--- config.mk ---
export PLATFORM = sky130hd
export DESIGN_NAME = vehicle_axle_speed_classifier_unit
export DESIGN_NICKNAME = d
export VERILOG_FILES = /design/src/design/vasc_pkg.sv /design/src/design/vasc_divider.sv /design/src/design/vasc_out_reg.sv /design/src/design/vehicle_axle_speed_classifier_unit.sv
export SDC_FILE = /design/constraint.sdc
export NUM_CORES = 1
export LEC_CHECK = 0
export BUFFER_PORTS_ARGS = -buffer_cell sky130_fd_sc_hd__buf_2
export CORE_AREA = 2 2 164 166
export CTS_BUF_LIST = sky130_fd_sc_hd__clkbuf_8
export CTS_CLUSTER_DIAMETER = 40
export DETAILED_ROUTE_END_ITERATION = 10
export DIE_AREA = 0 0 166 168
export PLACE_DENSITY = 0.79
export SLEW_MARGIN = 20
export SYNTH_ARGS = -nofsm -noshare
export SYNTH_HDL_FRONTEND = slang
export SYNTH_SLANG_ARGS = --single-unit
--- constraint.sdc ---
create_clock -name clk -period 6.7 [get_ports clk]
set_input_delay 0 -clock clk [delete_from_list [all_inputs] [get_ports clk]]
set_output_delay 0 -clock clk [all_outputs]
set_load 0.05 [all_outputs]
--- src/design/vasc_pkg.sv ---
// ----------------------------------------------------------------------------
// vasc_pkg
// Shared widths, codes and types of the vehicle axle and speed classifier.
// ----------------------------------------------------------------------------
package vasc_pkg;

  localparam int OP_W     = 2;
  localparam int TIME_W   = 32;
  localparam int DIST_W   = 16;
  localparam int TICK_W   = 16;
  localparam int AXLE_W   = 8;
  localparam int SPEED_W  = 22;
  localparam int CFG_IDX_W = 2;

  localparam int MAX_AXLES_DEF = 255;

  // Speed reported when both pulses carry the same timestamp (65535 * 36).
  localparam logic [SPEED_W-1:0] SPEED_MAX = 22'd2359260;

  localparam logic [DIST_W-1:0] DIST_RESET    = 16'd1000;
  localparam logic [TICK_W-1:0] TIMEOUT_RESET = 16'd700;

  typedef logic [OP_W-1:0] op_t;
  localparam op_t OP_FIRST  = 2'd0;
  localparam op_t OP_SECOND = 2'd1;
  localparam op_t OP_TICK   = 2'd2;

  typedef logic [CFG_IDX_W-1:0] cfg_idx_t;
  localparam cfg_idx_t CFG_DISTANCE = 2'd0;
  localparam cfg_idx_t CFG_TIMEOUT  = 2'd1;

  typedef struct packed {
    logic busy;
    logic done;
  } div_status_t;

  // Packed so that heavy_vehicle lands in bit 0.
  typedef struct packed {
    logic               speed_saturated;
    logic [SPEED_W-1:0] speed_tenths_kmh;
    logic [AXLE_W-1:0]  axle_total;
    logic               heavy_vehicle;
  } result_t;

endpackage

--- src/design/vasc_divider.sv ---
// ----------------------------------------------------------------------------
// vasc_divider
// Bit-serial restoring divider: distance / dt, one quotient bit per cycle,
// then the quotient is scaled by 36 to tenths of km/h.
// ----------------------------------------------------------------------------
module vasc_divider (
  input  logic                                clk,
  input  logic                                rst,
  input  logic                                start,
  input  logic [vasc_pkg::DIST_W-1:0]         dividend,
  input  logic [vasc_pkg::TIME_W-1:0]         divisor,
  output vasc_pkg::div_status_t               status,
  output logic [vasc_pkg::SPEED_W-1:0]        speed
);

  typedef enum logic [2:0] {
    S_IDLE  = 3'b001,
    S_RUN   = 3'b010,
    S_SCALE = 3'b100
  } div_state_t;

  div_state_t                     state;
  logic [3:0]                     step;
  logic [vasc_pkg::DIST_W-1:0]    num;
  logic [vasc_pkg::DIST_W-1:0]    rem;
  logic [vasc_pkg::DIST_W-1:0]    quo;
  logic [vasc_pkg::TIME_W-1:0]    den;
  logic                           done;

  logic [vasc_pkg::DIST_W:0]      shifted;
  logic [vasc_pkg::DIST_W:0]      diff;
  logic                           fits;
  logic [vasc_pkg::DIST_W-1:0]    rem_next;

  // The partial remainder never exceeds the dividend, so only the low
  // divisor bits take part in the compare; any high bit set means no fit.
  always_comb begin
    shifted  = {rem, num[vasc_pkg::DIST_W-1]};
    diff     = shifted - den[vasc_pkg::DIST_W:0];
    fits     = (den[vasc_pkg::TIME_W-1:vasc_pkg::DIST_W+1] == '0) &&
               (shifted >= den[vasc_pkg::DIST_W:0]);
    rem_next = fits ? diff[vasc_pkg::DIST_W-1:0] : shifted[vasc_pkg::DIST_W-1:0];
  end

  always_ff @(posedge clk) begin
    if (rst) begin
      state <= S_IDLE;
      step  <= '0;
      done  <= 1'b0;
    end else begin
      done <= 1'b0;
      case (state)
        S_IDLE: begin
          if (start) begin
            state <= S_RUN;
            step  <= '0;
          end
        end
        S_RUN: begin
          step <= step + 4'd1;
          if (step == 4'd15) begin
            state <= S_SCALE;
          end
        end
        S_SCALE: begin
          state <= S_IDLE;
          done  <= 1'b1;
        end
        default: begin
          state <= S_IDLE;
        end
      endcase
    end
  end

  always_ff @(posedge clk) begin
    case (state)
      S_IDLE: begin
        if (start) begin
          num <= dividend;
          den <= divisor;
          rem <= '0;
          quo <= '0;
        end
      end
      S_RUN: begin
        num <= {num[vasc_pkg::DIST_W-2:0], 1'b0};
        rem <= rem_next;
        quo <= {quo[vasc_pkg::DIST_W-2:0], fits};
      end
      S_SCALE: begin
        // q * 36 = q * 32 + q * 4
        speed <= {1'b0, quo, 5'd0} + {4'd0, quo, 2'd0};
      end
      default: begin
        rem <= rem;
      end
    endcase
  end

  assign status.busy = (state != S_IDLE);
  assign status.done = done;

endmodule

--- src/design/vasc_out_reg.sv ---
// ----------------------------------------------------------------------------
// vasc_out_reg
// Output register that holds one classification result until it is taken.
// ----------------------------------------------------------------------------
module vasc_out_reg (
  input  logic              clk,
  input  logic              rst,
  input  logic              load,
  input  vasc_pkg::result_t data,
  output logic              valid,
  input  logic              ready,
  output vasc_pkg::result_t held
);

  always_ff @(posedge clk) begin
    if (rst) begin
      valid <= 1'b0;
    end else if (load) begin
      valid <= 1'b1;
    end else if (ready) begin
      valid <= 1'b0;
    end
  end

  always_ff @(posedge clk) begin
    if (load) begin
      held <= data;
    end
  end

endmodule

--- src/design/vehicle_axle_speed_classifier_unit.sv ---
// ----------------------------------------------------------------------------
// vehicle_axle_speed_classifier_unit
// Latency: a closing tick request presents its result on the next cycle.
// Throughput: one request per cycle while the result register has room, but a
// first second-sensor request with a nonzero time difference holds off input
// while the bit-serial divider produces 16 quotient bits, scales and hands back.
// Reset: synchronous; clears the reading and loads distance 1000, timeout 700.
// ----------------------------------------------------------------------------
module vehicle_axle_speed_classifier_unit #(
  parameter int MAX_AXLES = vasc_pkg::MAX_AXLES_DEF
) (
  input  logic                             clk,
  input  logic                             rst,
  // Input requests.
  input  logic                             s_axis_tvalid,
  output logic                             s_axis_tready,
  input  logic [vasc_pkg::TIME_W-1:0]      s_axis_tdata,  // [31:0] event_time
  input  logic [vasc_pkg::OP_W-1:0]        s_axis_tuser,  // [1:0] operation
  // Result requests.
  output logic                             m_axis_tvalid,
  input  logic                             m_axis_tready,
  // [0] heavy_vehicle, [8:1] axle_total, [30:9] speed_tenths_kmh,
  // [31] speed_saturated
  output logic [31:0]                      m_axis_tdata,
  // Configuration writes.
  input  logic                             cfg_we,
  input  logic [vasc_pkg::CFG_IDX_W-1:0]   cfg_index,
  input  logic [vasc_pkg::DIST_W-1:0]      cfg_data
);

  // The block is either waiting for a vehicle or tracking one.
  typedef enum logic [1:0] {
    PH_IDLE = 2'b01,
    PH_READ = 2'b10
  } phase_t;

  localparam logic [vasc_pkg::AXLE_W-1:0] AXLE_LIMIT = vasc_pkg::AXLE_W'(MAX_AXLES);

  // Configuration registers.
  logic [vasc_pkg::DIST_W-1:0]  sensor_distance_mm;
  logic [vasc_pkg::TICK_W-1:0]  timeout_ticks;

  // Reading state.
  phase_t                       phase;
  logic [vasc_pkg::AXLE_W-1:0]  axle_counter;
  logic [vasc_pkg::TIME_W-1:0]  start_time;
  logic                         speed_measured;
  logic [vasc_pkg::SPEED_W-1:0] speed_value;
  logic                         speed_flag;
  logic [vasc_pkg::TICK_W-1:0]  timeout_counter;

  logic                         in_fire;
  logic                         reading;
  vasc_pkg::op_t                op;
  logic [vasc_pkg::TIME_W-1:0]  dt;
  logic                         dt_zero;
  logic [vasc_pkg::TICK_W-1:0]  limit;
  logic [vasc_pkg::TICK_W:0]    tick_inc;
  logic                         closing;
  logic                         div_start;
  logic                         result_load;
  vasc_pkg::result_t            result;
  vasc_pkg::result_t            out_held;
  vasc_pkg::div_status_t        div_status;
  logic [vasc_pkg::SPEED_W-1:0] div_speed;
  logic                         div_active;

  // The divider counts as active through its hand-back cycle, so that a
  // request never sees the speed register before the quotient lands there.
  assign div_active = div_status.busy || div_status.done;

  // A new request is taken when the divider is free and the output register
  // is empty or being emptied in this cycle.
  assign s_axis_tready = !div_active && (!m_axis_tvalid || m_axis_tready);
  assign in_fire       = s_axis_tvalid && s_axis_tready;
  assign op            = s_axis_tuser;
  assign reading       = (phase == PH_READ);

  // The time difference wraps modulo 2^32, just like the timestamps.
  assign dt      = s_axis_tdata - start_time;
  assign dt_zero = (dt == '0);

  // A timeout of zero acts as one tick.
  assign limit    = (timeout_ticks == '0) ? vasc_pkg::TICK_W'(1) : timeout_ticks;
  assign tick_inc = {1'b0, timeout_counter} + {{vasc_pkg::TICK_W{1'b0}}, 1'b1};
  assign closing  = reading && (op == vasc_pkg::OP_TICK) && (tick_inc >= {1'b0, limit});

  assign div_start = in_fire && reading && (op == vasc_pkg::OP_SECOND) &&
                     !speed_measured && !dt_zero;

  // A reading that closes gives a result only with a speed and at least two axles.
  assign result_load = in_fire && closing && speed_measured &&
                       (axle_counter >= vasc_pkg::AXLE_W'(2));

  always_comb begin
    result.heavy_vehicle    = (axle_counter > vasc_pkg::AXLE_W'(2));
    result.axle_total       = axle_counter;
    result.speed_tenths_kmh = speed_value;
    result.speed_saturated  = speed_flag;
  end

  always_ff @(posedge clk) begin
    if (rst) begin
      sensor_distance_mm <= vasc_pkg::DIST_RESET;
      timeout_ticks      <= vasc_pkg::TIMEOUT_RESET;
    end else if (cfg_we) begin
      case (cfg_index)
        vasc_pkg::CFG_DISTANCE: sensor_distance_mm <= cfg_data;
        vasc_pkg::CFG_TIMEOUT:  timeout_ticks      <= cfg_data;
        default: begin
          sensor_distance_mm <= sensor_distance_mm;
        end
      endcase
    end
  end

  always_ff @(posedge clk) begin
    if (rst) begin
      phase           <= PH_IDLE;
      axle_counter    <= '0;
      start_time      <= '0;
      speed_measured  <= 1'b0;
      speed_value     <= '0;
      speed_flag      <= 1'b0;
      timeout_counter <= '0;
    end else begin
      // The quotient arrives while no request can be taken.
      if (div_status.done) begin
        speed_value <= div_speed;
      end
      if (in_fire) begin
        case (phase)
          PH_IDLE: begin
            // Only a first-sensor pulse opens a reading; all else is dropped.
            if (op == vasc_pkg::OP_FIRST) begin
              phase           <= PH_READ;
              axle_counter    <= vasc_pkg::AXLE_W'(1);
              start_time      <= s_axis_tdata;
              speed_measured  <= 1'b0;
              speed_value     <= '0;
              speed_flag      <= 1'b0;
              timeout_counter <= '0;
            end
          end
          PH_READ: begin
            case (op)
              vasc_pkg::OP_FIRST: begin
                if (axle_counter < AXLE_LIMIT) begin
                  axle_counter <= axle_counter + vasc_pkg::AXLE_W'(1);
                end
                timeout_counter <= '0;
              end
              vasc_pkg::OP_SECOND: begin
                // Only the first second-sensor pulse of a reading counts.
                if (!speed_measured) begin
                  speed_measured <= 1'b1;
                  speed_flag     <= dt_zero;
                  if (dt_zero) begin
                    speed_value <= vasc_pkg::SPEED_MAX;
                  end
                end
              end
              vasc_pkg::OP_TICK: begin
                if (closing) begin
                  phase           <= PH_IDLE;
                  axle_counter    <= '0;
                  start_time      <= '0;
                  speed_measured  <= 1'b0;
                  speed_value     <= '0;
                  speed_flag      <= 1'b0;
                  timeout_counter <= '0;
                end else begin
                  timeout_counter <= tick_inc[vasc_pkg::TICK_W-1:0];
                end
              end
              default: begin
                phase <= PH_READ;
              end
            endcase
          end
          default: begin
            phase <= PH_IDLE;
          end
        endcase
      end
    end
  end

  vasc_divider u_divider (
    .clk      (clk),
    .rst      (rst),
    .start    (div_start),
    .dividend (sensor_distance_mm),
    .divisor  (dt),
    .status   (div_status),
    .speed    (div_speed)
  );

  vasc_out_reg u_out_reg (
    .clk   (clk),
    .rst   (rst),
    .load  (result_load),
    .data  (result),
    .valid (m_axis_tvalid),
    .ready (m_axis_tready),
    .held  (out_held)
  );

  assign m_axis_tdata = out_held;

`ifndef SYNTHESIS
  // No request may slip in while the divider still owns the speed register.
  assert property (@(posedge clk) disable iff (rst) div_active |-> !s_axis_tready)
    else $error("request accepted during a division");

  // A division only runs inside an open reading that has its speed pending.
  assert property (@(posedge clk) disable iff (rst)
    div_status.busy |-> (reading && speed_measured))
    else $error("divider active outside a reading");

  // A saturated speed always carries the saturation value.
  assert property (@(posedge clk) disable iff (rst)
    (m_axis_tvalid && out_held.speed_saturated) |->
      (out_held.speed_tenths_kmh == vasc_pkg::SPEED_MAX))
    else $error("saturated result with wrong speed");

  // Loading a result always leaves the block idle afterwards.
  assert property (@(posedge clk) disable iff (rst) result_load |=> (phase == PH_IDLE))
    else $error("reading did not close after a result");
`endif

endmodule

==> results of run 1 <==
state kept, by name, summed over array words and instances, names as in the netlist, 8 cells and up:
| signal | count |
|---|---|
| start_time | 32 |
| axle_counter | 8 |
| timeout_ticks | 16 |
| u_divider.speed | 20 |
| speed_value | 22 |
| u_divider.den | 32 |
| sensor_distance_mm | 16 |
| u_out_reg.held | 32 |
| u_divider.quo | 16 |
| timeout_counter | 16 |
| u_divider.num | 16 |
| u_divider.rem | 16 |
through the flow:
step / util / power [mW] / area, um^2 / hold slack, ps / cells
global route: 0.605 / 3.93 / 15900 / 130 / 1931
detailed placement: 0.548 / 2.27 / 14400 / 234 / 1795
floorplan: - / 2.13 / 13700 / 124 / 1408
CTS: 0.604 / 3.78 / 15900 / 52.6 / 1931
finish: 0.605 / 3.75 / 15900 / 110 / 1931
global placement: 0.548 / 2.26 / 14400 / 230 / 1795
where the power goes:
group	switching, mW	internal (mW)
Combinational	0.343	0.227
Sequential	0.0210	1.68
Clock	0.643	0.837
Total	1.01	2.75
final cells by class:
class,count,area share
sequential,255,0.403
clock inverter,36,0.0200
multi-input combinational,1003,0.421
inverter,96,0.0226
clock buffer,45,0.0389
tap,341,0.0268
timing repair buffer,155,0.0675
cells in the final DEF, fill, tap and decap left out, types with 10 or more instances in the layout:
cell	count
nand2_1	176
edfxtp_1	132
dfxtp_1	123
inv_1	108
a21oi_1	104
buf_2	90
nor2_1	86
ha_1	86
dlygate4sd3_1	55
nand3_1	48
a22o_1	48
clkbuf_8	45
o21ai_0	43
xnor2_1	38
and2_1	27
xor2_1	24
nor3_1	23
nand4_1	22
mux2_2	21
o21a_1	19
a21o_1	19
and3_1	17
or3_1	16
nor2b_1	14
o211ai_1	14
nor4_1	13
a211oi_1	13
nand2b_1	11
buf_4	10
cell families after synthesis:
logic type | count (synthesis) | share of synthesized area
and+or+nand+nor | 490 | 0.175
AOI/OAI and AO/OA | 333 | 0.166
DFF | 255 | 0.471
buffers and inverters | 150 | 0.0426
adders and majority gates | 89 | 0.0832
xor gates and xnor gates | 62 | 0.0398
muxes | 29 | 0.0232
layer usage:
metal	wire length [um]	global-route usage
met5	0	0
met4	658	0.0726
met3	1290	0.0336
met2	13800	0.352
met1	13100	0.262
Yosys cell counts (all sizes together), types with 22 or more instances:
library cell	count
edfxtp	132
dfxtp	123
nor2	89
a21oi	106
nor3	26
o21ai	46
nand4	22
xor2	24
xnor2	38
clkbuf	46
and2	29
a22o	48
inv	96
nand2	176
nand3	48
ha	86
final timing paths:
kind                                     start                 end  slack [ps]  depth (start not counted)
worst max-delay path             start_time[0]    u_divider.quo[8]        2010                         13
worst min-delay path                       rst      speed_measured         110                          2
worst max register to register   start_time[0]    u_divider.quo[8]        2010                         13
worst min register to register  speed_value[6]  u_out_reg.held[15]         430                          0
==> reports/metrics.yaml, run 1 <==
antenna_found_initial: 0
vias: 10795
vdd_drop_max_mv: 0.164
crit_path_end_kind: "flip-flop"
synth_top_flop_cell: "edfxtp_1"
ys_types: 74
clock_latency_ps: 560
grt_max_degree: 53
setup-tns-final_ps: 0
worstMarginPinSlew_ps: 1020
postLayoutSetupSlackWorst_ps: 2010
placement.io_buffers: 90
post_synth.cell_area_avg_um2: 9.70
io_pins: 91
crit_type: "flip-flop to flip-flop"
clock_path_buffers: 3
multiInputGateArea_mm2: 0.00671
viasPerCell: 5.59
num-fill-cells: 2158
place.gp.congestion: 0.898
synth_top_area_cell: "edfxtp_1"
avgRoutedWirePerCell_um: 15.0
cts_tree: "done"
dp_slack_ps: 1600
yosys-top-cells-area: "edfxtp_1 (29%), dfxtp_1 (18%), ha_1 (7.9%)"
synth_edf_count: 132
die_area_mm2: 0.0279
diodes: 0
syn_area_mm2: 0.0137
crit_arrival_ps: 4970
max_freq_mhz: 213
cp_slowest_stage_delay_ps: 610
grt_overflow: 0
ys_seq_elements: 255
synthesis.nets: 1554
period_share: 0.701
crit_chain: "ha_1, fa_1, nor2b_4, o31a_1, o2111ai_4, a21o_4, xnor2_1, or3_1, or4_1, nor4_2, and2_2, o21ai_4, buf_4"
cts_sinks: 255
crit_family: "simple AND/OR/NAND/NOR gates"
slew_violations: 0
status: "complete, no violations"
grt_pass1_vias: 10378
clk_pin_slew_ps: 60
synth.top_cell.area_share: 0.290
cts_setup_buffers: 0
row_count: 60
start_util: 0.518
ys_seq_area_frac: 0.471
synthCells: 1408
finalSetupViolCount: 0
nNetsFinal: 1701
fp.dieW_um: 166
routed_wl_um: 28900
async_reset_ff_frac: 0
ant_nets: 0
grt_pass1_wl_um: 48500
relSlewSlack: 0.319
fp.dieH_um: 168
cp_slowest_cell: "and2_2"
fin_crit_ps: 4690
core-area_mm2: 0.0264
drive_above_1_share: 0.134
cellPowerDensity_mw_per_mm2: 236
hp-class: "input port to flip-flop"
cp.required_ps: 6980
critPathBufInv: 1
cts_hold_buf: 55
cts-buffers-inserted: 44
grt_util_all_layers: 0.205
hold_violations: 0
fin_skew_ps: 25.3
seqCellArea_mm2: 0.00643
cellLeakagePower_nw: 6.47
critPathMaxFanout: 32
crit_path_start_kind: "flip-flop"
drt_iter0_drc: 741
cts_max_level: 2
yosys_warnings: 0
maxCapViolCount: 0
dp_hpwl_um: 20300
syn_to_final_growth_pct: 16.7
cts_resized: 0
clock-root-buffer: "clkbuf_8"
drt-pass1-iter-count: 7
drc: 0
rsz0062_at_grt: "false"
(Power assumes the default switching activity.)
==> run 2, diff against run 1 <==
- PLACE_DENSITY: 0.79 -> 0.81
- clock period: 6.7 -> 4.3 ns (I/O delays scaled with it)
==> run 2 against run 1 <==
Against the previous run:
- combinational power rose by 58%
- die area did not move
- fmax rose by 14%
- first-iteration DRC count fell by 1.8%
- critical endpoint is now u_divider.rem[2]
- clock skew rose by 20 ps
- largest cell class unchanged
- critical path depth did not move
==> reports/metrics.yaml, run 2 (synthesis gave the netlist of run 1 again) <==
crit_chain: "ha_1, fa_1, nor2b_4, o31a_1, o2111ai_4, a21o_4, xnor2_1, or3_1, or4_1, nor4_2, and2_1, o21ai_4, buf_4"  # was ha_1, fa_1, nor2b_4, o31a_1, o2111ai_4, a21o_4, xnor2_1, or3_1, or4_1, nor4_2, and2_2, o21ai_4, buf_4
diodes: 0  # unchanged
drive_above_1_share: 0.143  # was 0.134
fin_skew_ps: 45.3  # was 25.3 ps
dp.cells: 1805  # was 1,795
rsz0062_at_grt: "false"  # unchanged
clock-root-buffer: "clkbuf_8"  # unchanged
reg2reg_slack_ps: 190  # was 2010 ps
cellLeakagePower_nw: 6.54  # was 6.47 nW
dp_hpwl_um: 20100  # was 20,300 um
finalSetupViolCount: 0  # unchanged
cts-buffers-inserted: 43  # was 44
grt_overflow: 0  # unchanged
die_area_mm2: 0.0279  # unchanged
cellPowerDensity_mw_per_mm2: 362  # was 236 mW/mm^2
period_share: 0.956  # was 0.701
rr_worst_depth: 13  # unchanged
cp_slowest_stage_delay_ps: 480  # was 610 ps
hold_violations: 0  # unchanged
grt_pass1_vias: 10631  # was 10.4k
hp-class: "input port to flip-flop"  # unchanged
drt_iter0_drc: 728  # was 741
io_pins: 91  # unchanged
routed_wl_um: 29400  # was 28,900 um
postLayoutSetupSlackWorst_ps: 189  # was 2010 ps
clock_path_buffers: 3  # unchanged
instances_no_fill: 1941  # was 1,931
viasPerCell: 5.62  # was 5.59
placement.io_buffers: 90  # unchanged
cp.required_ps: 4540  # was 6980 ps
syn_to_final_growth_pct: 17.3  # was 16.7%
grt_max_degree: 52  # was 53
drc: 0  # unchanged
grt_pass1_wl_um: 49000  # was 48,500 um
layout_common_cells: "nand2_1 (176), edfxtp_1 (132), dfxtp_1 (123), a21oi_1 (104), inv_1 (104)"  # was nand2_1 (176), edfxtp_1 (132), dfxtp_1 (123), inv_1 (108), a21oi_1 (104)
hp-start: "rst"  # unchanged
worstMarginPinSlew_ps: 966  # was 1020 ps
start_util: 0.518  # unchanged
slew_violations: 0  # unchanged
fp.dieW_um: 166  # unchanged
nNetsFinal: 1711  # was 1,701
crit_path_start_kind: "flip-flop"  # unchanged
rr_endpoint: "u_divider.rem[2]"  # was u_divider.quo[8]
fin_crit_ps: 4110  # was 4690 ps
crit_path_end_kind: "flip-flop"  # unchanged
grt_util_all_layers: 0.205  # about the same
cp_slowest_cell: "or4_1"  # was and2_2
r2r_start: "start_time[0]"  # unchanged
top_regs: "start_time: 32 flops, u_divider.den: 32 flops, u_out_reg.held: 32 flops"  # unchanged
cts_max_level: 2  # unchanged
vdd_drop_max_mv: 0.292  # was 0.164 mV
drt-pass1-iter-count: 5  # was 7
max_freq_mhz: 243  # was 213 MHz
maxCapViolCount: 0  # unchanged
cts_sinks: 255  # unchanged
setup-tns-final_ps: 0  # unchanged
dp_slack_ps: 204  # was 1600 ps
post_dp_cell_area_mm2: 0.0145  # was 0.0144 mm^2
crit_arrival_ps: 4350  # was 4970 ps
clk_pin_slew_ps: 60  # about the same
avgRoutedWirePerCell_um: 15.2  # was 15.0 um
antenna_found_initial: 0  # unchanged
vias: 10916  # was 10.8k
clock_latency_ps: 560  # about the same
final_common_cell: "nand2_1"  # unchanged
crit_type: "flip-flop to flip-flop"  # unchanged
crit_family: "simple AND/OR/NAND/NOR gates"  # unchanged
status: "complete, no violations"  # unchanged
cts_tree: "done"  # unchanged
num-fill-cells: 2086  # was 2,158
fp.dieH_um: 168  # unchanged
place.gp.congestion: 0.918  # was 0.898
row_count: 60  # unchanged
relSlewSlack: 0.355  # was 0.319
ant_nets: 0  # unchanged
design_area_mm2: 0.0160  # was 0.0159 mm^2
critPathMaxFanout: 25  # was 32
min_path_cells: 3  # was 2
holdPathEnd: "axle_counter[1]"  # was speed_measured
path_depth: 13  # unchanged
core-area_mm2: 0.0264  # unchanged
critPathBufInv: 1  # unchanged
-- run 2: changes by cell type in the layout (fill, tap and decap cells not counted), sizes merged --
cell and change:
dlygate4sd3 +1, inv -7, clkinv +5, clkbuf +3, bufinv -2, buf +10
-- run 2: power by group --
part	internal [mW]	switching (mW)	leakage [nW]
combinational	0.362	0.536	3.79
sequential	2.62	0.0329	2.25
clock	1.23	1.01	0.500
-- run 2: cell type report --
cell class              instances  area [um^2]  share of cell area
clock inverters                32          251              0.0157
inverters                      96          360              0.0225
flip-flops and latches        255         6430               0.401
multi-input cells            1003         6720               0.419
clock buffers                  48          661              0.0412
well taps                     341          427              0.0266
repair buffers                166         1170              0.0733
-- run 2: worst register-to-register path, cell delays in order, from the launching register on --
cell and delay, ps:
dfxtp_1 310, ha_1 210, fa_1 450, nor2b_4 140, o31a_1 230, o2111ai_4 190, a21o_4 280, xnor2_1 140
or3_1 340, or4_1 480, nor4_2 390, and2_1 320, o21ai_4 80, buf_4 280
-- run 2: what timing repair did --
item                                   in CTS  in global routing
setup buffers                               0                  0
endpoints found under the hold margin      69                  0
gates resized for setup                     0                  1
setup endpoints to repair                   0                 18
hold buffers                               56                  0
-- run 2: layer usage --
layer	global-route usage	part of all wire	wire (um)
met1	0.261	0.45	13100
met2	0.356	0.48	14100
met3	0.0346	0.050	1490
met4	0.0665	0.024	705
met5	0	0	0
-- run 2: stage by stage --
stage	power, mW	util	hold slack, ps
final	5.79	0.608	38.5
after CTS	5.81	0.608	13.3
after floorplan	3.33	-	124
after detailed placement	3.54	0.552	235
after global routing	6.03	0.608	62.1
after global placement	3.52	0.552	232
-- run 2: how the worst max path moves through the flow --
stage	to	start	slack (ps)
2_1_floorplan	u_divider.den[0]	start_time[0]	140
3_3_place_gp	u_divider.rem[6]	start_time[0]	340
3_5_place_dp	u_divider.num[8]	start_time[0]	200
4_1_cts	u_divider.rem[2]	start_time[0]	180
5_1_grt	u_divider.rem[5]	start_time[0]	2
6_report	u_divider.rem[2]	start_time[0]	190
==> run 3, diff against run 2 <==
- CTS_CLUSTER_DIAMETER: 40 -> unset
- MAX_ROUTING_LAYER: unset -> met4
- REMOVE_ABC_BUFFERS: unset -> 1
==> run 3 against run 2 <==
Against the previous run:
- non-clock buffer count decreased by 3
- critical path depth did not move
- critical endpoint is now u_divider.quo[6]
- clock skew decreased by 5.6 ps
- sequential power hardly changed
- combinational power about the same
- register-to-register slack better by 70 ps
- clock power barely moved
- die area stayed put
- flip-flop and latch count unchanged
- wire length shrank 2.3%
==> reports/metrics.yaml, run 3 (synthesis gave the netlist of run 1 again) <==
crit_path_start_kind: "flip-flop"  # unchanged
finalSetupViolCount: 0  # unchanged
fp.dieW_um: 166  # unchanged
cp_slowest_cell: "or4_1"  # unchanged
drt_iter0_drc: 794  # was 728
antenna_found_initial: 0  # unchanged
cts_setup_buffers: 0  # unchanged
routed_wl_um: 28800  # was 29,400 um
grt_pass1_vias: 10274  # was 10.6k
place.gp.congestion: 0.922  # was 0.918
cts-buffers-inserted: 42  # was 43
maxCapViolCount: 0  # unchanged
grt_util_all_layers: 0.209  # was 0.205
worstMarginPinSlew_ps: 964  # was 966 ps
drive_above_1_share: 0.135  # was 0.143
period_share: 0.940  # was 0.956
crit_family: "simple AND/OR/NAND/NOR gates"  # unchanged
clock_path_buffers: 3  # unchanged
slew_violations: 0  # unchanged
critPathBufInv: 1  # unchanged
cp.required_ps: 4570  # was 4540 ps
fin_crit_ps: 4040  # was 4110 ps
path_depth: 13  # unchanged
clk_pin_slew_ps: 60  # about the same
crit_path_end_kind: "flip-flop"  # unchanged
nNetsFinal: 1707  # was 1,711
cp_slowest_stage_delay_ps: 530  # was 480 ps
cellLeakagePower_nw: 6.53  # was 6.54 nW
viasPerCell: 5.56  # was 5.62
cts_max_level: 2  # unchanged
grt_max_degree: 53  # was 52
cts_sinks: 255  # unchanged
critPathMaxFanout: 32  # was 25
crit_chain: "ha_1, fa_1, nor2b_4, o31a_1, o2111ai_4, a21o_4, xnor2_1, or3_1, or4_1, nor4_4, and2_1, o21ai_4, buf_4"  # was ha_1, fa_1, nor2b_4, o31a_1, o2111ai_4, a21o_4, xnor2_1, or3_1, or4_1, nor4_2, and2_1, o21ai_4, buf_4
status: "complete, no violations"  # unchanged
vias: 10759  # was 10.9k
rsz0062_at_grt: "false"  # unchanged
syn_to_final_growth_pct: 17.1  # was 17.3%
hp-class: "input port to flip-flop"  # unchanged
relSlewSlack: 0.356  # was 0.355
ant_nets: 0  # unchanged
layout_common_cells: "nand2_1 (176), edfxtp_1 (132), dfxtp_1 (123), a21oi_1 (104), inv_1 (104)"  # unchanged
dp_slack_ps: 193  # was 204 ps
max_freq_mhz: 247  # was 243 MHz
cellPowerDensity_mw_per_mm2: 363  # was 362 mW/mm^2
grt_overflow: 0  # unchanged
die_area_mm2: 0.0279  # unchanged
top_regs: "start_time: 32 flops, u_divider.den: 32 flops, u_out_reg.held: 32 flops"  # unchanged
fp.dieH_um: 168  # unchanged
row_count: 60  # unchanged
placement.io_buffers: 90  # unchanged
drt-pass1-iter-count: 5  # unchanged
dp.cells: 1804  # was 1,805
avgRoutedWirePerCell_um: 14.9  # was 15.2 um
final_common_cell: "nand2_1"  # unchanged
setup-tns-final_ps: 0  # unchanged
clock_latency_ps: 560  # about the same
min_path_cells: 4  # was 3
dp_hpwl_um: 20200  # was 20,100 um
num-fill-cells: 2101  # was 2,086
hold_violations: 0  # unchanged
multiInputGateArea_mm2: 0.00671  # was 0.00672 mm^2
utilization: 0.607  # was 0.608
rr_worst_depth: 13  # unchanged
instances_no_fill: 1936  # was 1,941
grt_pass1_wl_um: 48200  # was 49,000 um
diodes: 0  # unchanged
drc: 0  # unchanged
crit_type: "flip-flop to flip-flop"  # unchanged
start_util: 0.518  # unchanged
vdd_drop_max_mv: 0.312  # was 0.292 mV
clock-root-buffer: "clkbuf_8"  # unchanged
cts_tree: "done"  # unchanged
reg2reg_slack_ps: 260  # was 190 ps
crit_arrival_ps: 4310  # was 4350 ps
postLayoutSetupSlackWorst_ps: 258  # was 189 ps
core-area_mm2: 0.0264  # unchanged
seqCellArea_mm2: 0.00643  # unchanged
fin_skew_ps: 39.7  # was 45.3 ps
io_pins: 91  # unchanged
[run 3: layout make-up]
type	count	area share
inverter	96	0.0225
clock buffer	44	0.0379
clock inverter	34	0.0186
timing repair buffer	163	0.0725
tap	341	0.0267
multi-input combinational	1003	0.420
sequential	255	0.402
[run 3: worst reg2reg max path: cells and delay by family (launching register included)]
family / cells / cell delay, ps
buffers and inverters: 1 / 290
AO/OA/AOI/OAI: 4 / 760
adder cells (fa/ha/maj): 2 / 650
flip-flops: 1 / 310
XOR/XNOR: 1 / 130
AND/OR/NAND/NOR: 5 / 1620
[run 3: power by group]
group          switching, mW  total, mW  internal (mW)
logic                  0.535      0.899          0.364
registers             0.0326       2.65           2.62
clock network          0.979       2.25           1.27
total                   1.55       5.80           4.26
[run 3: final timing paths]
path / startpoint / to
worst max-delay path: start_time[0] / u_divider.quo[6]
worst min-delay path: cfg_index[0] / sensor_distance_mm[7]
worst max register to register: start_time[0] / u_divider.quo[6]
worst min register to register: speed_value[15] / u_out_reg.held[24]
[run 3: repair_timing]
item	in CTS	in global routing
resized for setup	0	2
endpoints found under the hold margin	71	0
endpoints found under the setup margin	0	53
hold buffers	54	0
[run 3: layer usage]
layer / wire [um] / track usage / vias to the layer above
met3: 1360 / 0.0289 / 52
met4: 703 / 0.0699 / 0
met5: 0 / - / -
met1: 13000 / 0.267 / 5009
met2: 13700 / 0.343 / 289
li1: - / - / 5409
[run 3: metrics by stage]
stage               power (mW)  hold WS [ps]  area [um^2]
floorplan                 3.31          69.1        13400
global placement          3.52           231        14500
detailed placement        3.55           234        14500
CTS                       5.84          41.6        16000
global route              6.05           135        16000
finish                    5.80           115        16000
